==> src/bps_pkg.sv <==
`timescale 1ns / 1ps
`default_nettype none
// ----------------------------------------------------------------------------
// bps_pkg
// Shared types, codes and decode helpers for the buzzer pattern sequencer.
// ----------------------------------------------------------------------------
package bps_pkg;

	localparam logic [15:0] ALL_ONES = 16'hffff;
	localparam logic [7:0]  COUNT_ENDLESS = 8'hff;

	localparam int CFG_IDX_W = 3;
	localparam int CFG_DATA_W = 32;

	localparam logic [CFG_IDX_W-1:0] CFG_KEY      = 3'd0;
	localparam logic [CFG_IDX_W-1:0] CFG_NEAR     = 3'd1;
	localparam logic [CFG_IDX_W-1:0] CFG_AUTO     = 3'd2;
	localparam logic [CFG_IDX_W-1:0] CFG_LOCKED   = 3'd3;
	localparam logic [CFG_IDX_W-1:0] CFG_UNLOCKED = 3'd4;
	localparam logic [CFG_IDX_W-1:0] CFG_FINISH   = 3'd5;

	localparam logic [2:0] PAT_NONE     = 3'd0;
	localparam logic [2:0] PAT_KEY      = 3'd1;
	localparam logic [2:0] PAT_NEAR     = 3'd2;
	localparam logic [2:0] PAT_AUTO     = 3'd3;
	localparam logic [2:0] PAT_LOCKED   = 3'd4;
	localparam logic [2:0] PAT_UNLOCKED = 3'd5;
	localparam logic [2:0] PAT_FINISH   = 3'd6;

	typedef enum logic [1:0] {
		FN_TICK   = 2'd0,
		FN_START  = 2'd1,
		FN_STOP   = 2'd2,
		FN_RESUME = 2'd3
	} func_t;

	typedef enum logic [2:0] {
		PH_SOUND = 3'b001,
		PH_GAP   = 3'b010,
		PH_PEND  = 3'b100
	} phase_t;

	typedef struct packed {
		logic [23:0] key_pattern;
		logic [31:0] near_pattern;
		logic [23:0] auto_pattern;
		logic [23:0] locked_pattern;
		logic [23:0] unlocked_pattern;
		logic [23:0] finish_pattern;
	} cfg_bank_t;

	typedef struct packed {
		logic       buzzer;
		logic [2:0] pattern_now;
	} status_t;

	function automatic logic [31:0] reg_of(input cfg_bank_t bank, input logic [2:0] p);
		logic [31:0] r;
		unique case (p)
			PAT_KEY:      r = {8'd0, bank.key_pattern};
			PAT_NEAR:     r = bank.near_pattern;
			PAT_AUTO:     r = {8'd0, bank.auto_pattern};
			PAT_LOCKED:   r = {8'd0, bank.locked_pattern};
			PAT_UNLOCKED: r = {8'd0, bank.unlocked_pattern};
			PAT_FINISH:   r = {8'd0, bank.finish_pattern};
			default:      r = 32'd0;
		endcase
		return r;
	endfunction

	function automatic logic [15:0] count_of(input logic [31:0] r);
		return (r[7:0] == COUNT_ENDLESS) ? ALL_ONES : {8'd0, r[7:0]};
	endfunction

endpackage
`default_nettype wire

==> src/buzzer_pattern_sequencer_top.sv <==
`timescale 1ns / 1ps
`default_nettype none
// ----------------------------------------------------------------------------
// buzzer_pattern_sequencer_top
// Beep pattern sequencer with input register, update logic and result register.
// ----------------------------------------------------------------------------
// Each accepted transaction (tick, start, stop or resume) yields exactly one
// result giving the buzzer level, the active flag and the running pattern
// after that transaction. One transaction is taken every clock cycle while
// results drain; the transaction is held in the input register and its result
// in the result register, around the state update. While a result waits the
// input register still takes one more transaction, then input stalls until
// the result is taken. Pattern registers are written through the
// configuration channel, which is always ready; write them only while no
// transaction is in flight.
module buzzer_pattern_sequencer_top import bps_pkg::*; (
	input  wire logic                  clk,
	input  wire logic                  arst_n,
	input  wire logic                  in_valid,
	output logic                       in_ready,
	input  wire logic [1:0]            func,
	input  wire logic [2:0]            pattern,
	input  wire logic                  cfg_valid,
	output logic                       cfg_ready,
	input  wire logic [CFG_IDX_W-1:0]  cfg_index,
	input  wire logic [CFG_DATA_W-1:0] cfg_data,
	output logic                       out_valid,
	input  wire logic                  out_ready,
	output logic                       buzzer,
	output logic                       active,
	output logic [2:0]                 pattern_now
);

	cfg_bank_t  bank;
	status_t    status_next;
	status_t    status_s2;
	logic       valid_s1;
	logic [1:0] func_s1;
	logic [2:0] pattern_s1;
	logic       valid_s2;
	logic       adv;

	assign cfg_ready = 1'b1;
	assign adv       = valid_s1 && (!valid_s2 || out_ready);
	assign in_ready  = !valid_s1 || adv;

	bps_cfg_regs u_cfg (
		.clk      (clk),
		.arst_n   (arst_n),
		.wr_en    (cfg_valid && cfg_ready),
		.wr_index (cfg_index),
		.wr_data  (cfg_data),
		.bank     (bank)
	);

	bps_core u_core (
		.clk         (clk),
		.arst_n      (arst_n),
		.advance     (adv),
		.func        (func_s1),
		.pattern     (pattern_s1),
		.bank        (bank),
		.status_next (status_next)
	);

	always_ff @(posedge clk or negedge arst_n) begin
		if (!arst_n) begin
			valid_s1 <= 1'b0;
		end else if (in_ready) begin
			valid_s1 <= in_valid;
		end
	end

	always_ff @(posedge clk) begin
		if (in_ready && in_valid) begin
			func_s1    <= func;
			pattern_s1 <= pattern;
		end
	end

	always_ff @(posedge clk or negedge arst_n) begin
		if (!arst_n) begin
			valid_s2 <= 1'b0;
		end else if (adv) begin
			valid_s2 <= 1'b1;
		end else if (out_ready) begin
			valid_s2 <= 1'b0;
		end
	end

	always_ff @(posedge clk) begin
		if (adv) begin
			status_s2 <= status_next;
		end
	end

	assign out_valid   = valid_s2;
	assign buzzer      = status_s2.buzzer;
	assign pattern_now = status_s2.pattern_now;
	assign active      = (status_s2.pattern_now != PAT_NONE);

`ifndef SYNTH
	a_ready_when_drained: assert property (@(posedge clk) disable iff (!arst_n)
		(!valid_s2 || out_ready) |-> in_ready)
		else $error("input stalled while result side can drain");

	a_result_follows: assert property (@(posedge clk) disable iff (!arst_n)
		adv |=> out_valid)
		else $error("processed transaction produced no result");

	a_hold_when_stalled: assert property (@(posedge clk) disable iff (!arst_n)
		(out_valid && !out_ready) |=> (out_valid && $stable(status_s2)))
		else $error("stalled result changed or dropped");
`endif

endmodule
`default_nettype wire

==> src/bps_cfg_regs.sv <==
`timescale 1ns / 1ps
`default_nettype none
// ----------------------------------------------------------------------------
// bps_cfg_regs
// Pattern register bank, written through the configuration channel.
// ----------------------------------------------------------------------------
module bps_cfg_regs import bps_pkg::*; (
	input  wire logic                  clk,
	input  wire logic                  arst_n,
	input  wire logic                  wr_en,
	input  wire logic [CFG_IDX_W-1:0]  wr_index,
	input  wire logic [CFG_DATA_W-1:0] wr_data,
	output cfg_bank_t                  bank
);

	cfg_bank_t bank_q;

	always_ff @(posedge clk or negedge arst_n) begin
		if (!arst_n) begin
			bank_q <= '0;
		end else if (wr_en) begin
			unique case (wr_index)
				CFG_KEY:      bank_q.key_pattern      <= wr_data[23:0];
				CFG_NEAR:     bank_q.near_pattern     <= wr_data;
				CFG_AUTO:     bank_q.auto_pattern     <= wr_data[23:0];
				CFG_LOCKED:   bank_q.locked_pattern   <= wr_data[23:0];
				CFG_UNLOCKED: bank_q.unlocked_pattern <= wr_data[23:0];
				CFG_FINISH:   bank_q.finish_pattern   <= wr_data[23:0];
				default:      ;
			endcase
		end
	end

	assign bank = bank_q;

endmodule
`default_nettype wire

==> src/bps_core.sv <==
`timescale 1ns / 1ps
`default_nettype none
// ----------------------------------------------------------------------------
// bps_core
// Sequencer state and its one-item update: tick, start, stop and resume.
// ----------------------------------------------------------------------------
module bps_core import bps_pkg::*; (
	input  wire logic       clk,
	input  wire logic       arst_n,
	input  wire logic       advance,
	input  wire logic [1:0] func,
	input  wire logic [2:0] pattern,
	input  wire cfg_bank_t  bank,
	output status_t         status_next
);

	logic [2:0]  cur_q, cur_d;
	phase_t      phase_q, phase_d;
	logic [15:0] on_q, on_d;
	logic [15:0] off_q, off_d;
	logic [15:0] rep_q, rep_d;
	logic        tog_q, tog_d;
	logic        buz_q, buz_d;

	logic [2:0]  req_pat;
	logic        start_ok;
	logic [31:0] req_reg;
	logic [31:0] run_reg;
	logic [7:0]  near_sel;
	logic [7:0]  gap_len;
	logic [7:0]  on_len;
	logic [15:0] rep_dec;

	assign req_pat = (func_t'(func) == FN_RESUME) ? cur_q : pattern;
	assign start_ok = (req_pat <= PAT_FINISH)
		&& !((cur_q != PAT_NONE) && (req_pat == PAT_KEY))
		&& !(((cur_q == PAT_NEAR) || (cur_q == PAT_AUTO))
			&& ((req_pat == PAT_NEAR) || (req_pat == PAT_AUTO)));
	assign req_reg = reg_of(bank, req_pat);

	assign run_reg  = reg_of(bank, cur_q);
	assign near_sel = tog_q ? run_reg[23:16] : run_reg[15:8];
	assign gap_len  = (cur_q == PAT_NEAR) ? near_sel : run_reg[15:8];
	assign on_len   = (cur_q == PAT_NEAR) ? near_sel : run_reg[23:16];
	assign rep_dec  = ((rep_q != ALL_ONES) && (rep_q != 16'd0)) ? rep_q - 16'd1 : rep_q;

	always_comb begin
		cur_d   = cur_q;
		phase_d = phase_q;
		on_d    = on_q;
		off_d   = off_q;
		rep_d   = rep_q;
		tog_d   = tog_q;
		buz_d   = buz_q;
		unique case (func_t'(func))
			FN_TICK: begin
				if (cur_q != PAT_NONE) begin
					unique case (phase_q)
						PH_SOUND: begin
							if (on_q == 16'd0) begin
								buz_d = 1'b0;
								on_d  = ALL_ONES;
								if (rep_q != 16'd0) begin
									off_d   = {8'd0, gap_len};
									tog_d   = ~tog_q;
									phase_d = PH_GAP;
								end else begin
									off_d   = ALL_ONES;
									cur_d   = PAT_NONE;
									phase_d = PH_SOUND;
								end
							end else begin
								on_d = on_q - 16'd1;
							end
						end
						PH_GAP: begin
							if (off_q == 16'd0) begin
								off_d = ALL_ONES;
								rep_d = rep_dec;
								if (rep_dec != 16'd0) begin
									buz_d   = 1'b1;
									phase_d = PH_SOUND;
									on_d    = {8'd0, on_len};
								end else begin
									on_d    = ALL_ONES;
									cur_d   = PAT_NONE;
									phase_d = PH_SOUND;
								end
							end else begin
								off_d = off_q - 16'd1;
							end
						end
						PH_PEND: begin
							buz_d   = 1'b1;
							tog_d   = 1'b0;
							phase_d = PH_SOUND;
						end
						default: ;
					endcase
				end
			end
			FN_START, FN_RESUME: begin
				if (start_ok) begin
					if (req_pat == PAT_NONE) begin
						cur_d   = PAT_NONE;
						phase_d = PH_SOUND;
						on_d    = ALL_ONES;
						off_d   = ALL_ONES;
						buz_d   = 1'b0;
					end else begin
						cur_d   = req_pat;
						phase_d = PH_PEND;
						off_d   = ALL_ONES;
						on_d    = (req_pat == PAT_NEAR) ? {8'd0, req_reg[31:24]}
							: {8'd0, req_reg[23:16]};
						rep_d   = count_of(req_reg);
						if (req_pat != PAT_NEAR) begin
							buz_d = 1'b1;
						end
					end
				end
			end
			FN_STOP: begin
				cur_d   = PAT_NONE;
				phase_d = PH_SOUND;
				on_d    = ALL_ONES;
				off_d   = ALL_ONES;
				rep_d   = ALL_ONES;
				buz_d   = 1'b0;
			end
			default: ;
		endcase
	end

	always_ff @(posedge clk or negedge arst_n) begin
		if (!arst_n) begin
			cur_q   <= PAT_NONE;
			phase_q <= PH_SOUND;
			on_q    <= ALL_ONES;
			off_q   <= ALL_ONES;
			rep_q   <= 16'd0;
			tog_q   <= 1'b0;
			buz_q   <= 1'b0;
		end else if (advance) begin
			cur_q   <= cur_d;
			phase_q <= phase_d;
			on_q    <= on_d;
			off_q   <= off_d;
			rep_q   <= rep_d;
			tog_q   <= tog_d;
			buz_q   <= buz_d;
		end
	end

	assign status_next.buzzer      = buz_d;
	assign status_next.pattern_now = cur_d;

endmodule
`default_nettype wire

==> config.mk <==
export PLATFORM = sky130hd
export DESIGN_NAME = buzzer_pattern_sequencer_top
export DESIGN_NICKNAME = d
export VERILOG_FILES = /design/src/bps_pkg.sv /design/src/buzzer_pattern_sequencer_top.sv /design/src/bps_cfg_regs.sv /design/src/bps_core.sv
export SDC_FILE = /design/constraint.sdc
export NUM_CORES = 1
export LEC_CHECK = 0
export BUFFER_PORTS_ARGS = -buffer_cell sky130_fd_sc_hd__buf_4
export CAP_MARGIN = 20
export CORE_UTILIZATION = 60
export DETAILED_ROUTE_END_ITERATION = 12
export PLACE_DENSITY = 0.85
export SETUP_SLACK_MARGIN = 0.4
export SKIP_CTS_REPAIR_TIMING = 1
export SYNTH_ARGS = -nofsm -noshare
export SYNTH_HDL_FRONTEND = slang
export SYNTH_SLANG_ARGS = --single-unit
==> constraint.sdc <==
create_clock -name clk -period 9.5 [get_ports clk]
set_input_delay 1.425 -clock clk [delete_from_list [all_inputs] [get_ports clk]]
set_output_delay 1.425 -clock clk [all_outputs]
set_load 0.02 [all_outputs]
==> results of run 1 <==
==> cell type report <==
cell class	count	share of cell area [%]
clock buffers	33	5.33
repair buffers	65	3.68
well taps	265	2.47
flip-flops and latches	219	41.5
clock inverters	8	0.718
multi-input cells	836	45.7
inverters	20	0.560
==> power groups by stage <==
stage          Clock (µW)  Combinational, µW  Sequential [µW]
3_5_place_dp            0               1060             1530
2_1_floorplan           0                855             1400
5_1_grt               987               1190             1570
6_report              938               1090             1530
4_1_cts               947               1070             1520
3_3_place_gp            0               1030             1510
==> sequential cells by signal, indices dropped and copies added (netlist names), 2 cells and up <==
| name | flops |
|---|---|
| u_cfg.bank | 152 |
| u_core.rep_q | 16 |
| pattern_s1 | 3 |
| func_s1 | 2 |
| u_core.cur_q | 3 |
| pattern_now | 3 |
| u_core.phase_q | 3 |
| u_core.off_q | 16 |
| u_core.on_q | 16 |
==> how the worst max path moves through the flow <==
stage / cells after the start / slack (ns) / from / end
2_1_floorplan: 12 / 6.18 / u_core.rep_q[0]$_DFFE_PN0P_ / pattern_now[1]$_DFFE_PP_
3_3_place_gp: 9 / 5.60 / u_core.cur_q[1]$_DFFE_PN0P_ / u_core.rep_q[12]$_DFFE_PN0P_
3_5_place_dp: 9 / 5.50 / u_core.cur_q[1]$_DFFE_PN0P_ / u_core.rep_q[12]$_DFFE_PN0P_
4_1_cts: 8 / 5.51 / u_core.cur_q[0]$_DFFE_PN0P_ / u_core.rep_q[12]$_DFFE_PN0P_
5_1_grt: 9 / 5.16 / u_core.cur_q[1]$_DFFE_PN0P_ / u_core.rep_q[12]$_DFFE_PN0P_
6_report: 8 / 5.32 / u_core.cur_q[0]$_DFFE_PN0P_ / u_core.rep_q[12]$_DFFE_PN0P_
==> through the flow <==
step | std cells | hold slack [ns] | total power [µW] | setup slack, ns
after floorplan | 1144 | 0.457 | 2260 | 6.18
after global placement | 1405 | 0.467 | 2540 | 5.60
after detailed placement | 1405 | 0.479 | 2590 | 5.50
after CTS | 1446 | 0.491 | 3540 | 5.51
after global routing | 1446 | 0.515 | 3750 | 5.16
final | 1446 | 0.491 | 3560 | 5.32
==> cell usage after synthesis, drive strengths merged (12+ instances only) <==
cell type / number
dfrtp: 177
a21oi: 64
nor2b: 12
clkbuf: 64
nor3: 29
o21ai: 52
o22a: 17
nand2: 50
nand3: 32
mux2: 166
nor4: 19
nand2b: 17
inv: 20
nor2: 83
dfstp: 33
a31oi: 21
mux2i: 34
a22oi: 30
or3: 15
==> logic make-up (layout without fill, tap and decap cells) <==
logic type               count (synthesis)  after routing
AO/OA/AOI/OAI                          301            301
XOR/XNOR                                 6              6
adder cells (fa/ha/maj)                  4              4
buffers and inverters                   89            126
flip-flops                             219            219
multiplexers                           200            200
other                                    1              1
AND/OR/NAND/NOR                        324            324
==> routing by layer <==
metal	part of all wire (%)	vias to the layer above
met3	8.2	107
met4	3.7	2
li1	-	4412
met1	41	4918
met2	47	473
met5	0.041	-
==> worst max-delay path: cells and delay by family, from the launching register on <==
kind	cells	cell delay [ns]
AO/OA/AOI/OAI	3	0.46
flip-flops	1	1.00
multiplexers	1	0.43
AND/OR/NAND/NOR	4	2.15
==> flow_summary.toml, run 1 <==
[final_layout]
drive_gt1_share_pct = 27.9
fill_cells = 1443
diodes = 0
mostFrequentLayoutCell = "dfrtp_1"
fin_util_pct = 68.5
layout_common_cells = "dfrtp_1, mux2_2, nor2_1"
multi_input_area_um2 = 6140
areaGrowthSynthToFinish_pct = 11.5
nets = 1215
regArea_um2 = 5570
final_area_um2 = 13400

[worst_setup_path]
critical_path_required_ns = 9.90
crit_fanout = 31
r2r_start = "u_core.cur_q[0]$_DFFE_PN0P_"
end_kind = "flip-flop"
crit_arrival_ns = 4.58
r2r_cells = 8
reg2reg_to = "u_core.rep_q[12]$_DFFE_PN0P_"
regToRegSetupSlack_ns = 5.32
critPathMaxStageDelay_ns = 1.00
criticalPathCategory = "flip-flop to flip-flop"
critical-path-slowest-cell = "dfrtp_1"
cp_cell_sequence = "nor2b_1 > mux2i_1 > nor2_1 > a22oi_1 > a31oi_1 > nand4_1 > or2_2 > o311ai_0"
start_kind = "flip-flop"

[sta]
max_clock_freq_mhz = 239
tns_ns = 0
period_share_pct = 44.0
min_period_ns = 4.18
tightest_slew_ns = 1.11
skew_ns = 0.0180
timing.slew.headroom_pct = 25.8
finalHoldViolCount = 0
rsz0062_at_grt = "no"
slew_violations = 0
setup_viol = 0

[worst_hold_path]
hold_class = "flip-flop to flip-flop"
hp-start = "valid_s1$_DFFE_PN0N_"
hold_depth = 1
holdPathEnd = "out_valid$_DFFE_PN0P_"

[pwr]
peakVddDrop_uv = 218
power_density_nw_per_um2 = 265
p_seq_share_pct = 42.9
combPwrFrac_pct = 30.7
internal_power_uw = 2280
leakage_uw = 0.00543
switching_share_pct = 35.9
power_frac_clock_pct = 26.4
p_switching_uw = 1280

[clock_tree]
cts.clk_slew.worst_paths_ns = 0.06
cts_sinks = 219
cts_tree = "done"
clk_latency_ns = 0.54
clockRootBuffer = "clkbuf_16"
ctsLongestPathBuffers = 3
cts_buffers = 24
cts_htree_levels = 1

[placed_design]
place_congestion = 0.984
dp_hpwl_um = 21200
port_buffers = 51
placed_area_um2 = 12600

[global_route]
grt-ovfl-total = 0
track_usage_pct = 32.1
busiest_layer = "met2"
grt_pass1_vias = 9619
grt_max_degree = 74
antenna_found_initial = 1
grtUsageMet2_pct = 50.8
grt_pass1_wl_um = 51400
use_met3_pct = 6.03
met1_usage_pct = 43.5

[logic_synthesis]
synth_area_leader_cell = "dfrtp_1"
synth_top_family_by_area = "multiplexers"
ys.flop_type = "dfrtp_1"
synth_top_area_share_pct = 36.8
synth_seq_cells = 219
async_reset_ff_share_pct = 95.9
avgSynthCellArea_um2 = 10.5
seq_area_frac_synth_pct = 46.3
synth_xor_area_share_pct = 0.437
synth_compound_area_share_pct = 17.3
synth_area_leaders = "dfrtp_1, mux2_2, dfstp_2"
synth.distinct_cells = 80
synthCells = 1144
synth_nets = 1193
yosys_warnings = 0
synth_edf_count = 9
yosys.area_share.adder_pct = 0.416
synth.cell_area_um2 = 12000
yosys.area_share.simple_pct = 14.3
muxShareOfSynthArea_pct = 18.4

[die]
initial_utilization_pct = 61.4
ios = 53
die_area_um2 = 20600
rows = 51
coreArea_um2 = 19600
die_x_um = 144
die_y_um = 144

[routing]
drc = 0
ant_nets = 0
vias_per_cell = 6.85
drtIter0Drc = 1140
dr_total_vias = 9912
wire_per_inst_um = 21.8
dr.pass1.iters = 6
wl_um = 31600

[outcome]
outcome = "finished, final reports clean"

[run]
drv_cap = 0
Note: power is estimated with default switching activity, not from simulation.
==> run 2, diff against run 1 <==
--- a/config.mk
+++ b/config.mk
@@ -7,9 +7,9 @@
 export LEC_CHECK = 0
 export BUFFER_PORTS_ARGS = -buffer_cell sky130_fd_sc_hd__buf_4
 export CAP_MARGIN = 20
-export CORE_UTILIZATION = 60
+export CORE_UTILIZATION = 56
 export DETAILED_ROUTE_END_ITERATION = 12
-export PLACE_DENSITY = 0.85
+export PLACE_DENSITY = 0.83
 export SETUP_SLACK_MARGIN = 0.4
 export SKIP_CTS_REPAIR_TIMING = 1
 export SYNTH_ARGS = -nofsm -noshare
==> constraint.sdc (replaced) <==
create_clock -name clk -period 3.4 [get_ports clk]
set_input_delay 0.51 -clock clk [delete_from_list [all_inputs] [get_ports clk]]
set_output_delay 0.51 -clock clk [all_outputs]
set_load 0.02 [all_outputs]
==> run 2 against run 1 <==
  * Combinational power grew to 3.3 times the previous value
  * Sequential cell count stayed put
  * Via count is 2.5% higher
  * First-iteration DRC count is 12% lower
  * Critical path type unchanged
  * Highest routed layer is now met4
==> flow_summary.toml, run 2 (synthesized netlist as in run 1, its figures left out) <==
[outcome]
outcome = "finished, final reports clean"

[final_layout]
largest_register_ffs = 152
regArea_um2 = 5570
diodes = 0
areaGrowthSynthToFinish_pct = 17.7
fill_cells = 1484
mostFrequentLayoutCell = "dfrtp_1"
multi_input_area_um2 = 6320
drive_gt1_share_pct = 34.1
nets = 1281
layout_common_cells = "dfrtp_1, mux2_2, buf_4"

[worst_setup_path]
crit_arrival_ns = 3.41
criticalPathCategory = "flip-flop to flip-flop"
crit_fanout = 5
end_kind = "flip-flop"
start_kind = "flip-flop"
critical_path_required_ns = 3.66
regToRegSetupSlack_ns = 0.25

[routing]
drtIter0Drc = 1007
drc = 0
dr_total_vias = 10159
dr.pass1.iters = 5
wl_um = 33800
wire_per_inst_um = 22.2
vias_per_cell = 6.67
ant_nets = 0

[die]
die_x_um = 149
die_area_um2 = 22100
rows = 53
ios = 53
coreArea_um2 = 21000
initial_utilization_pct = 57.2
die_y_um = 149

[sta]
setup_viol = 0
max_clock_freq_mhz = 317
rsz0062_at_grt = "yes"
slew_violations = 0
skew_ns = 0.0319
timing.slew.headroom_pct = 45.9
min_period_ns = 3.15
finalHoldViolCount = 0
tightest_slew_ns = 0.812
tns_ns = 0
period_share_pct = 92.6

[clock_tree]
cts_tree = "done"
cts_sinks = 219
cts_htree_levels = 1
cts.clk_slew.worst_paths_ns = 0.06
clk_latency_ns = 0.54
clockRootBuffer = "clkbuf_16"
cts_buffers = 24
ctsLongestPathBuffers = 3

[global_route]
grt_pass1_wl_um = 53900
grt_pass1_vias = 10061
antenna_found_initial = 0
grt-ovfl-total = 0
grt_max_degree = 96
track_usage_pct = 30.9

[placed_design]
place_congestion = 0.913
dp_hpwl_um = 22400
port_buffers = 51

[worst_hold_path]
hold_class = "input pin to async pin"

[pwr]
peakVddDrop_uv = 571
leakage_uw = 0.00580
power_density_nw_per_um2 = 737
power_uw = 10400

[run]
drv_cap = 0
## run 2: worst paths after layout
check,from,endpoint,cells past startpoint
max,u_core.rep_q[0]$_DFFE_PN0P_,pattern_now[2]$_DFFE_PP_,8
min,arst_n,u_core.rep_q[12]$_DFFE_PN0P_,1
max reg2reg,u_core.rep_q[0]$_DFFE_PN0P_,pattern_now[2]$_DFFE_PP_,8
min reg2reg,valid_s1$_DFFE_PN0N_,out_valid$_DFFE_PN0P_,1
max in group asynchronous,arst_n,u_core.on_q[4]$_DFFE_PN1P_,2
min in group clk,pattern[0],pattern_s1[0]$_DFFE_PP_,1
## run 2: area by class of cell
class / instances / share of cell area (%)
Clock inverter: 5 / 0.548
Timing Repair Buffer: 131 / 7.27
Tap cell: 275 / 2.43
Sequential cell: 219 / 39.3
Clock buffer: 38 / 5.26
Multi-Input combinational cell: 836 / 44.6
Inverter: 20 / 0.530
## run 2: routing by layer
metal / global-route usage [%] / up-vias / part of all wire (%)
li1: - / 4535 / -
met1: 41.4 / 5072 / 41
met2: 50.0 / 461 / 47
met3: 6.53 / 91 / 8.4
met4: 10.0 / 0 / 2.9
met5: 0 / - / 0
## run 2: stage by stage
step | hold slack, ns | std cells | worst slack, ns | instance area (µm²) | utilization [%]
after floorplan | 0.214 | 1144 | 0.252 | 12100 | -
after global placement | 0.463 | 1472 | 0.185 | 13100 | 62.3
after detailed placement | 0.481 | 1472 | 0.161 | 13100 | 62.3
after CTS | 0.0960 | 1515 | 0.139 | 13900 | 66.2
after global routing | 0.132 | 1524 | 0.135 | 14200 | 67.3
final | 0.0671 | 1524 | 0.250 | 14200 | 67.3
## run 2: critical path: stages (launching register included)
cell and delay (ns):
dfrtp_1 0.41, or3_4 0.39, or4_4 0.48, or3_4 0.42, o21a_1 0.24, nor4b_4 0.35
and2_4 0.22, nor3b_4 0.26, o21ai_1 0.12
## run 2: where the power goes
| part | internal [µW] | switching, µW | total (µW) |
|---|---|---|---|
| sequential | 3470 | 652 | 4120 |
| clock | 1580 | 1080 | 2660 |
| combinational | 1610 | 2040 | 3640 |
| total | 6660 | 3770 | 10400 |
